**src/rtl/idv_pkg.sv**
```systemverilog
// ----------------------------------------------------------------------------
// idv_pkg
// Shared types, constants and small functions for the identity number verifier.
// ----------------------------------------------------------------------------
package idv_pkg;

    localparam int ID_LENGTH = 18;
    localparam int POS_W     = 5;
    localparam int REGION_W  = 20;
    localparam int YEAR_W    = 14;
    localparam int MONTH_W   = 7;
    localparam int DAY_W     = 7;
    localparam int SEQ_W     = 10;
    localparam int CFG_W     = 14;
    localparam int RCNT_W    = 7;

    // character positions where each field starts
    localparam logic [POS_W-1:0] POS_YEAR  = 5'd6;
    localparam logic [POS_W-1:0] POS_MONTH = 5'd10;
    localparam logic [POS_W-1:0] POS_DAY   = 5'd12;
    localparam logic [POS_W-1:0] POS_SEQ   = 5'd14;
    localparam logic [POS_W-1:0] POS_CHECK = 5'(ID_LENGTH - 1);

    localparam logic [7:0] CH_0 = 8'h30;
    localparam logic [7:0] CH_9 = 8'h39;
    localparam logic [7:0] CH_X = 8'h58;

    // configuration register indexes
    localparam logic [1:0] REG_MIN_YEAR     = 2'd0;
    localparam logic [1:0] REG_MAX_YEAR     = 2'd1;
    localparam logic [1:0] REG_REGION_COUNT = 2'd2;

    localparam logic [YEAR_W-1:0] MIN_YEAR_RST = 14'd1900;
    localparam logic [YEAR_W-1:0] MAX_YEAR_RST = 14'd2011;

    localparam logic OP_TABLE = 1'b0;
    localparam logic OP_CHAR  = 1'b1;

    localparam logic [1:0] VERDICT_INVALID = 2'd0;
    localparam logic [1:0] VERDICT_MALE    = 2'd1;
    localparam logic [1:0] VERDICT_FEMALE  = 2'd2;

    typedef enum logic [2:0] {
        ST_IDLE,
        ST_DIGIT,
        ST_SEARCH,
        ST_DRAIN,
        ST_FINAL
    } idv_state_t;

    typedef enum logic {
        ALU_MAC,
        ALU_EQ
    } idv_alu_op_t;

    // datapath status seen by the sequencer
    typedef struct packed {
        logic take;
        logic char_item;
        logic last_char;
        logic search_done;
        logic out_free;
    } idv_status_t;

    // sequencer commands to the datapath
    typedef struct packed {
        logic in_ready;
        logic digit_en;
        logic issue_rd;
        logic finish;
    } idv_ctrl_t;

    // 2^(17-p) mod 11
    function automatic logic [3:0] weight_at(input logic [POS_W-1:0] p);
        logic [3:0] w;
        case (p)
            5'd0:    w = 4'd7;
            5'd1:    w = 4'd9;
            5'd2:    w = 4'd10;
            5'd3:    w = 4'd5;
            5'd4:    w = 4'd8;
            5'd5:    w = 4'd4;
            5'd6:    w = 4'd2;
            5'd7:    w = 4'd1;
            5'd8:    w = 4'd6;
            5'd9:    w = 4'd3;
            5'd10:   w = 4'd7;
            5'd11:   w = 4'd9;
            5'd12:   w = 4'd10;
            5'd13:   w = 4'd5;
            5'd14:   w = 4'd8;
            5'd15:   w = 4'd4;
            5'd16:   w = 4'd2;
            default: w = 4'd0;
        endcase
        return w;
    endfunction

    // valid for v < 128
    function automatic logic [3:0] mod11(input logic [7:0] v);
        logic [7:0] r;
        r = v;
        if (r >= 8'd88) r = r - 8'd88;
        if (r >= 8'd44) r = r - 8'd44;
        if (r >= 8'd22) r = r - 8'd22;
        if (r >= 8'd11) r = r - 8'd11;
        return r[3:0];
    endfunction

    function automatic logic [4:0] mod25(input logic [7:0] v);
        logic [7:0] r;
        r = v;
        if (r >= 8'd200) r = r - 8'd200;
        if (r >= 8'd100) r = r - 8'd100;
        if (r >= 8'd50)  r = r - 8'd50;
        if (r >= 8'd25)  r = r - 8'd25;
        return r[4:0];
    endfunction

    function automatic logic [4:0] month_len(input logic [MONTH_W-1:0] m);
        logic [4:0] n;
        case (m)
            7'd1, 7'd3, 7'd5, 7'd7, 7'd8, 7'd10, 7'd12: n = 5'd31;
            7'd4, 7'd6, 7'd9, 7'd11:                    n = 5'd30;
            7'd2:                                       n = 5'd28;
            default:                                    n = 5'd0;
        endcase
        return n;
    endfunction

endpackage

```
**src/rtl/idv_alu.sv**
```systemverilog
// ----------------------------------------------------------------------------
// idv_alu
// Shared arithmetic unit: decimal shift-in (acc * 10 + digit) for every field
// accumulator, and the equality compare used by the region table search.
// ----------------------------------------------------------------------------
module idv_alu (
    input  idv_pkg::idv_alu_op_t          op,
    input  logic [idv_pkg::REGION_W-1:0]  a,
    input  logic [idv_pkg::REGION_W-1:0]  b,
    input  logic [3:0]                    digit,
    output logic [idv_pkg::REGION_W-1:0]  y,
    output logic                          eq
);

    // x*10 = x*8 + x*2, wraps to the accumulator width
    assign y  = (a << 3) + (a << 1) + idv_pkg::REGION_W'(digit);
    assign eq = (op == idv_pkg::ALU_EQ) && (a == b);

endmodule

```
**src/rtl/idv_ctrl.sv**
```systemverilog
// ----------------------------------------------------------------------------
// idv_ctrl
// Sequencer: character step, region table sweep and verdict hand-off.
// ----------------------------------------------------------------------------
module idv_ctrl (
    input  logic                 clk,
    input  logic                 rst_n,
    input  idv_pkg::idv_status_t status,
    output idv_pkg::idv_ctrl_t   ctrl
);

    idv_pkg::idv_state_t state_reg;
    idv_pkg::idv_state_t state_next;

    always_ff @(posedge clk or negedge rst_n)
    begin
        if (!rst_n)
        begin
            state_reg <= idv_pkg::ST_IDLE;
        end
        else
        begin
            state_reg <= state_next;
        end
    end

    always_comb
    begin
        state_next = state_reg;
        case (state_reg)
            idv_pkg::ST_IDLE:
            begin
                if (status.take && status.char_item)
                begin
                    state_next = status.last_char ? idv_pkg::ST_SEARCH : idv_pkg::ST_DIGIT;
                end
            end
            idv_pkg::ST_DIGIT:  state_next = idv_pkg::ST_IDLE;
            idv_pkg::ST_SEARCH:
            begin
                if (status.search_done)
                begin
                    state_next = idv_pkg::ST_DRAIN;
                end
            end
            idv_pkg::ST_DRAIN:  state_next = idv_pkg::ST_FINAL;
            idv_pkg::ST_FINAL:
            begin
                if (status.out_free)
                begin
                    state_next = idv_pkg::ST_IDLE;
                end
            end
            default:            state_next = idv_pkg::ST_IDLE;
        endcase
    end

    always_comb
    begin
        ctrl = '0;
        case (state_reg)
            idv_pkg::ST_IDLE:   ctrl.in_ready = 1'b1;
            idv_pkg::ST_DIGIT:  ctrl.digit_en = 1'b1;
            idv_pkg::ST_SEARCH: ctrl.issue_rd = !status.search_done;
            idv_pkg::ST_FINAL:  ctrl.finish   = status.out_free;
            default:            ctrl = '0;
        endcase
    end

endmodule

```
**src/rtl/id_number_verifier.sv**
```systemverilog
// ----------------------------------------------------------------------------
// id_number_verifier
// Checks an 18-character resident identity number (mod 11-2 check character,
// region table, birth date and sequence) delivered one character per transfer.
// ----------------------------------------------------------------------------
//  channel   dir  handshake               content
//  s_axis    in   tvalid/tready           tuser: op; tdata: index, region, char
//  m_axis    out  tvalid/tready           tdata: verdict
//  cfg       in   cfg_we                  cfg_addr selects register, cfg_wdata
//
//  Table write: written as it is accepted. Characters 1..17: accept, then one
//  pass through the shared multiply-by-ten unit. Check character: accept, then
//  a sweep of the region memory read port, one entry per cycle, over
//  min(region_count, TABLE_DEPTH) entries, a last compare, then the verdict.
//  The verdict sits in an output register; only a following verdict waits on it.
//  Reset restores the registers and clears the number in progress; the table
//  contents are kept as they are and need writing before use.
// ----------------------------------------------------------------------------
module id_number_verifier #(
    parameter int TABLE_DEPTH = 64
) (
    input  logic                      clk,
    input  logic                      rst_n,
    input  logic                      s_axis_tvalid,
    output logic                      s_axis_tready,
    input  logic [39:0]               s_axis_tdata,  // table_index, region_value, id_char
    input  logic [0:0]                s_axis_tuser,  // op
    output logic                      m_axis_tvalid,
    input  logic                      m_axis_tready,
    output logic [7:0]                m_axis_tdata,  // verdict
    input  logic                      cfg_we,
    input  logic [1:0]                cfg_addr,
    input  logic [idv_pkg::CFG_W-1:0] cfg_wdata
);

    localparam int AW = (TABLE_DEPTH > 1) ? $clog2(TABLE_DEPTH) : 1;
    localparam int CW = ($clog2(TABLE_DEPTH + 1) > idv_pkg::RCNT_W) ?
                        $clog2(TABLE_DEPTH + 1) : idv_pkg::RCNT_W;

    // input fields
    logic [5:0]                    table_index;
    logic [idv_pkg::REGION_W-1:0]  region_value;
    logic [7:0]                    id_char;
    logic                          op;

    assign table_index  = s_axis_tdata[5:0];
    assign region_value = s_axis_tdata[25:6];
    assign id_char      = s_axis_tdata[33:26];
    assign op           = s_axis_tuser[0];

    // configuration
    logic [idv_pkg::YEAR_W-1:0]  min_year_reg;
    logic [idv_pkg::YEAR_W-1:0]  max_year_reg;
    logic [idv_pkg::RCNT_W-1:0]  region_count_reg;

    always_ff @(posedge clk or negedge rst_n)
    begin
        if (!rst_n)
        begin
            min_year_reg     <= idv_pkg::MIN_YEAR_RST;
            max_year_reg     <= idv_pkg::MAX_YEAR_RST;
            region_count_reg <= '0;
        end
        else if (cfg_we)
        begin
            case (cfg_addr)
                idv_pkg::REG_MIN_YEAR:     min_year_reg     <= cfg_wdata;
                idv_pkg::REG_MAX_YEAR:     max_year_reg     <= cfg_wdata;
                idv_pkg::REG_REGION_COUNT: region_count_reg <= cfg_wdata[idv_pkg::RCNT_W-1:0];
                default:                   ;
            endcase
        end
    end

    // sequencer
    idv_pkg::idv_status_t status;
    idv_pkg::idv_ctrl_t   ctrl;
    logic                 take;

    idv_ctrl u_ctrl (
        .clk    (clk),
        .rst_n  (rst_n),
        .status (status),
        .ctrl   (ctrl)
    );

    assign s_axis_tready = ctrl.in_ready;
    assign take          = s_axis_tvalid && ctrl.in_ready;

    // number state
    logic [idv_pkg::POS_W-1:0]     pos_reg;
    logic [idv_pkg::REGION_W-1:0]  region_acc_reg;
    logic [idv_pkg::YEAR_W-1:0]    year_acc_reg;
    logic [idv_pkg::MONTH_W-1:0]   month_acc_reg;
    logic [idv_pkg::DAY_W-1:0]     day_acc_reg;
    logic [idv_pkg::SEQ_W-1:0]     seq_acc_reg;
    logic [3:0]                    csum_reg;
    logic [4:0]                    ymod25_reg;
    logic                          bad_reg;
    logic                          found_reg;
    logic [7:0]                    char_reg;
    logic [CW-1:0]                 cnt_reg;
    logic                          cmp_vld_reg;
    logic [idv_pkg::REGION_W-1:0]  rdata_reg;

    // region table
    logic [idv_pkg::REGION_W-1:0]  mem [TABLE_DEPTH];
    logic                          tbl_we;
    logic [AW-1:0]                 wr_addr;
    logic [AW-1:0]                 rd_addr;

    assign tbl_we  = take && (op == idv_pkg::OP_TABLE) && (32'(table_index) < TABLE_DEPTH);
    assign wr_addr = AW'(table_index);
    assign rd_addr = cnt_reg[AW-1:0];

    always_ff @(posedge clk)
    begin
        if (tbl_we)
        begin
            mem[wr_addr] <= region_value;
        end
    end

    always_ff @(posedge clk)
    begin
        if (ctrl.issue_rd)
        begin
            rdata_reg <= mem[rd_addr];
        end
    end

    // search limit: entries beyond the table are never searched
    logic [CW-1:0] rc_ext;
    logic [CW-1:0] lim;

    assign rc_ext = CW'(region_count_reg);
    assign lim    = (rc_ext > CW'(TABLE_DEPTH)) ? CW'(TABLE_DEPTH) : rc_ext;

    // character decode
    logic                          is_digit;
    logic [3:0]                    digit;
    logic [idv_pkg::REGION_W-1:0]  acc_sel;
    logic [idv_pkg::REGION_W-1:0]  alu_a;
    logic [idv_pkg::REGION_W-1:0]  alu_y;
    logic                          alu_eq;
    idv_pkg::idv_alu_op_t          alu_op;
    logic [7:0]                    wsum;
    logic [7:0]                    ysum;

    always_comb
    begin
        is_digit = (char_reg >= idv_pkg::CH_0) && (char_reg <= idv_pkg::CH_9);
        digit    = is_digit ? 4'(char_reg - idv_pkg::CH_0) : 4'd0;
        if (pos_reg < idv_pkg::POS_YEAR)
        begin
            acc_sel = region_acc_reg;
        end
        else if (pos_reg < idv_pkg::POS_MONTH)
        begin
            acc_sel = idv_pkg::REGION_W'(year_acc_reg);
        end
        else if (pos_reg < idv_pkg::POS_DAY)
        begin
            acc_sel = idv_pkg::REGION_W'(month_acc_reg);
        end
        else if (pos_reg < idv_pkg::POS_SEQ)
        begin
            acc_sel = idv_pkg::REGION_W'(day_acc_reg);
        end
        else
        begin
            acc_sel = idv_pkg::REGION_W'(seq_acc_reg);
        end
        wsum = 8'(csum_reg) + 8'(digit * idv_pkg::weight_at(pos_reg));
        ysum = 8'({ymod25_reg, 3'b000}) + 8'({ymod25_reg, 1'b0}) + 8'(digit);
    end

    assign alu_op = cmp_vld_reg ? idv_pkg::ALU_EQ : idv_pkg::ALU_MAC;
    assign alu_a  = cmp_vld_reg ? rdata_reg : acc_sel;

    idv_alu u_alu (
        .op    (alu_op),
        .a     (alu_a),
        .b     (region_acc_reg),
        .digit (digit),
        .y     (alu_y),
        .eq    (alu_eq)
    );

    // verdict
    logic [3:0]  chk;
    logic        chk_bad;
    logic [4:0]  chk_sum;
    logic        leap;
    logic [4:0]  dim;
    logic        ok;
    logic [1:0]  verdict_w;

    always_comb
    begin
        chk     = is_digit ? digit : ((char_reg == idv_pkg::CH_X) ? 4'd10 : 4'd0);
        chk_bad = !is_digit && (char_reg != idv_pkg::CH_X);
        chk_sum = 5'(csum_reg) + 5'(chk);
        // y%400==0 <=> y%16==0 and y%25==0; y%100!=0 given y%4==0 <=> y%25!=0
        leap    = (year_acc_reg[1:0] == 2'd0) &&
                  ((ymod25_reg != 5'd0) || (year_acc_reg[3:0] == 4'd0));
        dim     = idv_pkg::month_len(month_acc_reg) +
                  5'((month_acc_reg == 7'd2) && leap);
        ok      = !bad_reg && !chk_bad && found_reg &&
                  (year_acc_reg >= min_year_reg) && (year_acc_reg <= max_year_reg) &&
                  (month_acc_reg >= 7'd1) && (month_acc_reg <= 7'd12) &&
                  (day_acc_reg != 7'd0) && (day_acc_reg <= 7'(dim)) &&
                  (seq_acc_reg != 10'd0) &&
                  ((chk_sum == 5'd1) || (chk_sum == 5'd12));
        if (!ok)
        begin
            verdict_w = idv_pkg::VERDICT_INVALID;
        end
        else
        begin
            verdict_w = seq_acc_reg[0] ? idv_pkg::VERDICT_MALE : idv_pkg::VERDICT_FEMALE;
        end
    end

    // number accumulators
    always_ff @(posedge clk or negedge rst_n)
    begin
        if (!rst_n)
        begin
            pos_reg        <= '0;
            region_acc_reg <= '0;
            year_acc_reg   <= '0;
            month_acc_reg  <= '0;
            day_acc_reg    <= '0;
            seq_acc_reg    <= '0;
            csum_reg       <= '0;
            ymod25_reg     <= '0;
            bad_reg        <= 1'b0;
        end
        else if (ctrl.finish)
        begin
            pos_reg        <= '0;
            region_acc_reg <= '0;
            year_acc_reg   <= '0;
            month_acc_reg  <= '0;
            day_acc_reg    <= '0;
            seq_acc_reg    <= '0;
            csum_reg       <= '0;
            ymod25_reg     <= '0;
            bad_reg        <= 1'b0;
        end
        else if (ctrl.digit_en)
        begin
            pos_reg  <= pos_reg + 5'd1;
            csum_reg <= idv_pkg::mod11(wsum);
            bad_reg  <= bad_reg || !is_digit;
            if (pos_reg < idv_pkg::POS_YEAR)
            begin
                region_acc_reg <= alu_y;
            end
            else if (pos_reg < idv_pkg::POS_MONTH)
            begin
                year_acc_reg <= alu_y[idv_pkg::YEAR_W-1:0];
                ymod25_reg   <= idv_pkg::mod25(ysum);
            end
            else if (pos_reg < idv_pkg::POS_DAY)
            begin
                month_acc_reg <= alu_y[idv_pkg::MONTH_W-1:0];
            end
            else if (pos_reg < idv_pkg::POS_SEQ)
            begin
                day_acc_reg <= alu_y[idv_pkg::DAY_W-1:0];
            end
            else
            begin
                seq_acc_reg <= alu_y[idv_pkg::SEQ_W-1:0];
            end
        end
    end

    always_ff @(posedge clk)
    begin
        if (take)
        begin
            char_reg <= id_char;
        end
    end

    // region sweep
    always_ff @(posedge clk or negedge rst_n)
    begin
        if (!rst_n)
        begin
            cnt_reg     <= '0;
            cmp_vld_reg <= 1'b0;
            found_reg   <= 1'b0;
        end
        else
        begin
            cmp_vld_reg <= ctrl.issue_rd;
            if (ctrl.finish)
            begin
                cnt_reg   <= '0;
                found_reg <= 1'b0;
            end
            else
            begin
                if (ctrl.issue_rd)
                begin
                    cnt_reg <= cnt_reg + CW'(1);
                end
                if (cmp_vld_reg && alu_eq)
                begin
                    found_reg <= 1'b1;
                end
            end
        end
    end

    // output register
    logic        out_valid_reg;
    logic [1:0]  verdict_reg;

    always_ff @(posedge clk or negedge rst_n)
    begin
        if (!rst_n)
        begin
            out_valid_reg <= 1'b0;
        end
        else if (ctrl.finish)
        begin
            out_valid_reg <= 1'b1;
        end
        else if (m_axis_tready)
        begin
            out_valid_reg <= 1'b0;
        end
    end

    always_ff @(posedge clk)
    begin
        if (ctrl.finish)
        begin
            verdict_reg <= verdict_w;
        end
    end

    assign m_axis_tvalid = out_valid_reg;
    assign m_axis_tdata  = {6'b000000, verdict_reg};

    assign status.take        = take;
    assign status.char_item   = (op == idv_pkg::OP_CHAR);
    assign status.last_char   = (pos_reg == idv_pkg::POS_CHECK);
    assign status.search_done = (cnt_reg == lim);
    assign status.out_free    = !out_valid_reg || m_axis_tready;

`ifndef SYNTHESIS
    a_finish_loads_out: assert property (@(posedge clk) disable iff (!rst_n)
        ctrl.finish |=> m_axis_tvalid)
        else $error("verdict not presented after finish");

    a_sweep_bounded: assert property (@(posedge clk) disable iff (!rst_n)
        cnt_reg <= lim)
        else $error("region sweep ran past the search limit");

    a_idle_no_compare: assert property (@(posedge clk) disable iff (!rst_n)
        s_axis_tready |-> !cmp_vld_reg)
        else $error("table compare pending while accepting input");

    a_valid_needs_region: assert property (@(posedge clk) disable iff (!rst_n)
        (ctrl.finish && (verdict_w != idv_pkg::VERDICT_INVALID)) |-> found_reg)
        else $error("valid verdict without region match");
`endif

endmodule

```
**config.mk**
```make
export PLATFORM = sky130hd
export DESIGN_NAME = id_number_verifier
export DESIGN_NICKNAME = d
export VERILOG_FILES = /design/src/rtl/idv_pkg.sv /design/src/rtl/idv_alu.sv /design/src/rtl/idv_ctrl.sv /design/src/rtl/id_number_verifier.sv
export SDC_FILE = /design/constraint.sdc
export NUM_CORES = 2
export LEC_CHECK = 0
export BUFFER_PORTS_ARGS = -buffer_cell sky130_fd_sc_hd__buf_4
export CAP_MARGIN = 20
export CORE_ASPECT_RATIO = 1.2
export CORE_MARGIN = 3
export CORE_UTILIZATION = 25
export CTS_CLUSTER_SIZE = 24
export DETAILED_ROUTE_END_ITERATION = 10
export SLEW_MARGIN = 20
export SYNTH_ARGS = -nofsm -noshare
export SYNTH_HDL_FRONTEND = slang
export SYNTH_SLANG_ARGS = --single-unit
```
**constraint.sdc**
```tcl
create_clock -name clk -period 9.9 [get_ports clk]
set_clock_uncertainty 0.05 [all_clocks]
set_input_delay 1.98 -clock clk [delete_from_list [all_inputs] [get_ports clk]]
set_output_delay 1.98 -clock clk [all_outputs]
set_load 0.01 [all_outputs]
```
-- After elaboration in Yosys (flattened, before gate mapping)
Memory sizes are Yosys's and may differ from the RTL's. A register that Yosys moved wholly into a read port is not among the register bits.
Index checks and enable logic that the tools add are counted.
- register bits: 131
- logic and storage cells: 225
- RAM bits: 1280
- bits in read-only memories: 208
- input bits: 62
- memories kept: 3
- memories (name ; words ; width ; read ports ; clocked after memory_dff ; write ports ; line ; RTL):
    mem ; 64 ; 20 ; 1 ; 1 ; 1 ; id_number_verifier.sv:107 ; logic [idv_pkg::REGION_W-1:0] mem [TABLE_DEPTH];
    (name not given) ; 32 ; 4 ; 1 ; 0 ; 0 ; idv_pkg.sv:76 ; case (p)
    (name not given) ; 16 ; 5 ; 1 ; 0 ; 0 ; idv_pkg.sv:122 ; case (m)
- muxes and demuxes: 89
- reductions and logical operators: 53
- multipliers: 1
- add/subtract/negate cells: 18
- magnitude comparators: 20
- equal/unequal tests: 21
- bitwise logic cells: 1
- operators with widths (operator ; count):
    two-way mux 8 bit ; 24
    two-way mux 20 bit ; 5
    two-way mux 7 bit ; 14
    two-way mux 10 bit ; 8
    two-way mux 14 bit ; 5
    two-way mux 5 bit ; 8
    >= comparator 8 x 6 -> 1 bit, second input constant ; 3
    two-way mux 4 bit ; 6
    adder 20 bit ; 1
    adder 20 x 4 -> 20 bit ; 1
    == test 20 bit ; 1
    logical AND 1 bit ; 19
    >= comparator 8 x 5 -> 1 bit, second input constant ; 2
    >= comparator 8 x 7 -> 1 bit, second input constant ; 2
    nonzero test 2 bit ; 8
    subtractor 8 x 6 -> 8 bit, second input constant ; 2
    subtractor 8 x 7 -> 8 bit, second input constant ; 2
    less-than comparator 5 x 4 -> 1 bit, second input constant ; 3
    >= comparator 14 bit ; 1
    less-or-equal comparator 14 bit ; 1
    two-way mux 1 bit ; 13
    one-hot mux 3 bit (4 select lines) ; 1
    AND reduction 5 bit ; 2
    nonzero test 10 bit ; 1
    48 further kinds ; 70

-- Depth between registers and ports, before layout
- depth after elaboration: 28
- gate-level depth with buffers: 33
- mapped depth without buffers: 32

-- Cells and area by module
From an unflattened synthesis, not the netlist that was laid out.
- cells, all modules: 3241
- area, all modules: 60722.0 µm²
- modules (own cells, without submodules) (module ; cells an instance ; times used ; area an instance (µm²)):
    id_number_verifier ; 3046 ; 1 ; 59180.5
    idv_alu ; 180 ; 1 ; 1377.6
    idv_ctrl ; 15 ; 1 ; 163.9

-- Worst setup path after synthesis
Ideal clock, no wire load.
- path kind: register to register
- start: register pos_reg[3] (netlist name)
- end: register csum_reg[2]
- library setup time: 81 ps
- period minus slack after synthesis: 7373 ps
- setup slack: 2527 ps
- arrival time: 7242 ps
- stages on the path, launching flop included: 32
- cells stage by stage: dfrtp_1 -> clkbuf_1 -> clkbuf_1 -> buf_1 -> a31oi_1 -> o22a_1 -> or2_2 -> fa_1 -> fa_1 -> fa_1 -> inv_1 -> ha_1 -> a211oi_1 -> nor4b_1 -> or3_1 -> clkbuf_1 -> o21a_1 -> nor3_1 -> or2_1 -> inv_1 -> ha_1 -> nand3b_1 -> and3_1 -> nor3_1 -> inv_1 -> ha_1 -> a211oi_1 -> o211ai_1 -> a21o_1 -> and2_1 -> o31ai_1 -> a2bb2oi_1
- longest elaborated chain between the ends: 19
- elaborated cells on any way between the ends: 23
- ends and longest elaborated chain (what ; line ; RTL):
    start: declaration ; id_number_verifier.sv:91 ; logic [idv_pkg::POS_W-1:0] pos_reg;
    start signal: assignment ; id_number_verifier.sv:254 ; pos_reg <= pos_reg + 5'd1;
    memory (32 x 4 bit) (*) ; - ;
    multiplier 4 x 4 -> 8 bit (*) ; id_number_verifier.sv:174 ; wsum = 8'(csum_reg) + 8'(digit * idv_pkg::weight_at(pos_reg));
    adder 4 x 8 -> 8 bit (*) ; id_number_verifier.sv:174 ;
    subtractor 8 x 7 -> 8 bit / >= comparator 8 x 7 -> 1 bit (equally long branches) ; idv_pkg.sv:103 ; if (r >= 8'd88) r = r - 8'd88;
    two-way mux 8 bit (*) ; idv_pkg.sv:103 ;
    two-way mux 8 bit (*) ; id_number_verifier.sv:252 ; else if (ctrl.digit_en)
    two-way mux 8 bit (*) ; id_number_verifier.sv:240 ; else if (ctrl.finish)
    subtractor 8 x 6 -> 8 bit / >= comparator 8 x 6 -> 1 bit (equally long branches) ; idv_pkg.sv:104 ; if (r >= 8'd44) r = r - 8'd44;
    (+3 left out) ; - ;
    subtractor 8 x 5 -> 8 bit / >= comparator 8 x 5 -> 1 bit (equally long branches) ; idv_pkg.sv:105 ; if (r >= 8'd22) r = r - 8'd22;
    two-way mux 8 bit (*) ; idv_pkg.sv:105 ;
    two-way mux 8 bit (*) ; id_number_verifier.sv:252 ;
    two-way mux 8 bit (*) ; id_number_verifier.sv:240 ;
    >= comparator 8 x 4 -> 1 bit / subtractor 4 bit (equally long branches) ; idv_pkg.sv:106 ; if (r >= 8'd11) r = r - 8'd11;
    two-way mux 4 bit (*) ; idv_pkg.sv:106 ;
    two-way mux 4 bit (*) ; id_number_verifier.sv:252 ;
    two-way mux 4 bit (*) ; id_number_verifier.sv:240 ;
    end signal: assignment ; id_number_verifier.sv:255 ; csum_reg <= idv_pkg::mod11(wsum);
    end: declaration ; id_number_verifier.sv:97 ; logic [3:0] csum_reg;
Every way passes the cells marked *; elsewhere a longest branch is shown, timed or not. The select of a mux whose other input is x is not followed.
A chain may end at the register's enable or synchronous reset.

-- Worst setup path in the final report
- start: register pos_reg[1] (netlist name)
- end: register csum_reg[2]
Same word-level chain as after synthesis.

==> results.md <==
- Status: completed
- Gr usage total: 11.88%
- FP Rows: 196
- Yosys synthesis warning count: 0
- Hpwl dp: roughly 86 mm
- Minimum clock period: 8.165 ns
- DRT iter0 DRCs: 3220
- GPL Wtd Cong: 0.8011
- CP peak stage delay: 0.51 ns
- Worst Tran Pin Value: 1.005 ns
- Chip Height: ~540 um
- Dpl ws: 1.893 ns
- Top-count cell post-synth: edfxtp_1
- Slowest cell on the critical path: dfrtp_1
- Max-slew headroom: 32.69%
- Drt wl/cell: approximately 22 um
- Clk buf depth: 3
- Area leader, netlist: edfxtp_1
- Initial antenna violation count: 30
- Clock slew at reported path FFs: 0.06 ns
- CTS resizes: 0
- Area grow syn2layout: 15.48%
- Buffers added on ports: 59
- Post-synth EDFFs: roughly 1300
- Post-synthesis cell area: 60180 um^2
- Final worst path period share: 82.47%
- Overflow after GRT: 0
- Fmax: 0.1225 GHz
- Hold Vio Cnt, Final: 0
- CORE AREA: 238600 um^2
- # fillers: 23198
- Setup TNS: 0 ns
- Die area: 246700 um^2
- Largest net degree at the start of global routing: 113
- Vias in the first global route: between 30000 and 40000
- Number of setup buffers added after CTS: 0
- Setup crit end kind: register
- GR Util met3: 3.029%
- Share of cells above drive strength 1: 26.50%
- Non-Filler Cell Area, Final: 69500 um^2
- Clock tree root buffer cell: clkbuf_16
- Remaining DRCs: 0
- Most Used Layer, Global Route: met2
- Clock latency on the worst-skew pair: 0.75 ns
- First-pass GRT wire length: around 220 mm
- Max reg flops: 1280
- Main area contributors after synthesis: edfxtp_1 (65%), mux4_2 (16%), dfrtp_1 (4.4%), ha_1 (2.3%), nand2_1 (1.2%)
- LEAKAGE: between 20 and 25 nW
- Crit start category: register
- Io pins: 72
- Final antenna-violating net count: 0
- Synthesis-stage register bit count: 1431
- Htree depth: 4
- Worst hold-check path type: reg2reg
- Count of cell types in the netlist: 92
- WS Path Type: reg2reg
- RSZ-0062 raised after global routing: false
- CTS tree: done
- P per Cell Area: around 290 nW/um^2
- # setup viols final: 0
- Slew Limit Fails: 0
- Synth top cells by count: edfxtp_1 (1310), mux4_2 (420), nand2_1 (187)
- Met2 usage: 19.41%
- Synth async-reset ratio: between 8 and 9%
- Post-synthesis sequential area ratio: 70.43%
- Starting Density: 25.22%
- Via/cell ratio: 4.656
- Avg Cell Area, Syn: 18.85 um^2
- Cts bufs inserted: around 150
- Max Cap Violations: 0
- Clock sink count: 1431
- Worst Path Max Fanout: 8
- Synth top area share: 65.37%
- Placed cell area: between 60000 and 70000 um^2
- Drt pass-1 iters: 5
- Final #Nets: 3536
- Vias after detailed routing: 30919
- Predominant post-synthesis flop cell: edfxtp_1
- Final WS setup: 1.735 ns
- Peak supply drop: 0.0003511 V
- CP Data Required Time: 10.50 ns
- # hold bufs at CTS: 0
- Total wire length: about 150 mm
- Post-Syn Instances: approximately 3200
- GR Layer Usage met1: 15.38%
- DIE WIDTH: 453.9 um
- WP data arrival: 8.76 ns
==> final timing paths <==
check | from | end | slack (ns) | cells after the start
max in group asynchronous | rst_n | cnt_reg[1]$_DFFE_PN0P_ | 7.12 | 2
min reg2reg | region_acc_reg[16]$_DFFE_PN0P_ | region_acc_reg[16]$_DFFE_PN0P_ | 0.44 | 2
min in group asynchronous | rst_n | day_acc_reg[3]$_DFFE_PN0P_ | 1.28 | 1
max reg2reg | pos_reg[1]$_DFFE_PN0P_ | csum_reg[2]$_DFFE_PN0P_ | 1.74 | 30
min | region_acc_reg[16]$_DFFE_PN0P_ | region_acc_reg[16]$_DFFE_PN0P_ | 0.44 | 2
max | pos_reg[1]$_DFFE_PN0P_ | csum_reg[2]$_DFFE_PN0P_ | 1.74 | 30
==> cell usage in the layout, fill, tap and decap left out, types with 34 or more instances in the layout <==
cell,instances
dfrtp_1,100
o21ai_0,94
mux4_2,420
nor2_1,87
nor2_2,63
nand2_1,187
a21oi_1,71
xnor2_1,38
clkbuf_16,150
edfxtp_1,1310
inv_1,91
clkbuf_1,34
buf_4,152
ha_1,113
==> where the power goes <==
part / total (mW) / leakage, nW / internal (mW) / switching [mW]
Clock: 5.23 / 2.21 / 2.90 / 2.33
Combinational: 7.46 / 6.90 / 3.27 / 4.19
Sequential: 7.28 / 13.3 / 6.88 / 0.397
Total: 20.0 / 22.4 / 13.0 / 6.91
==> critical path: cells and delay by family, from the launching register on <==
family	cells	cell delay (ns)
DFF	1	0.51
AOI/OAI and AO/OA	9	2.21
adders and majority gates	7	2.49
buffers and inverters	4	0.38
and+or+nand+nor	10	2.45
==> cell families after synthesis <==
logic type	count (synthesis)	share of synthesized area, %
xor gates and xnor gates	59	0.8587
and+or+nand+nor	520	4.050
AOI/OAI and AO/OA	363	4.046
other	1	0.006231
buffers and inverters	241	1.563
DFF	1431	70.43
adders and majority gates	125	2.749
muxes	452	16.30
==> stage by stage <==
step | hold slack (ns) | power [mW] | std cells | utilization (%)
2_1_floorplan | 0.3996 | 12.59 | 3197 | -
3_3_place_gp | 0.4251 | 14.84 | 6368 | 27.22
3_5_place_dp | 0.4261 | 14.93 | 6368 | 27.22
4_1_cts | 0.4409 | 20.17 | 6631 | 29.11
5_1_grt | 0.4661 | 21.03 | 6635 | 29.12
6_report | 0.4407 | 19.96 | 6640 | 29.13
==> metal layers <==
layer | vias up | part of all wire, %
met5 | - | 0.039
met4 | 8 | 2.9
met3 | 245 | 7.7
met2 | 999 | 49
met1 | 16380 | 41
li1 | 13287 | -
==> area by class of cell <==
type | count | area [um^2] | area share, %
multi-input combinational | 1525 | 17080 | 24.58
tap | 3168 | 3964 | 5.703
antenna | 8 | 20.02 | 0.02881
timing repair buffer | 153 | 1161 | 1.671
sequential | 1431 | 42400 | 61.01
clock inverter | 76 | 608.1 | 0.8750
clock buffer | 187 | 3916 | 5.635
inverter | 92 | 345.3 | 0.4969
Note: power is estimated with default switching activity, not from simulation.
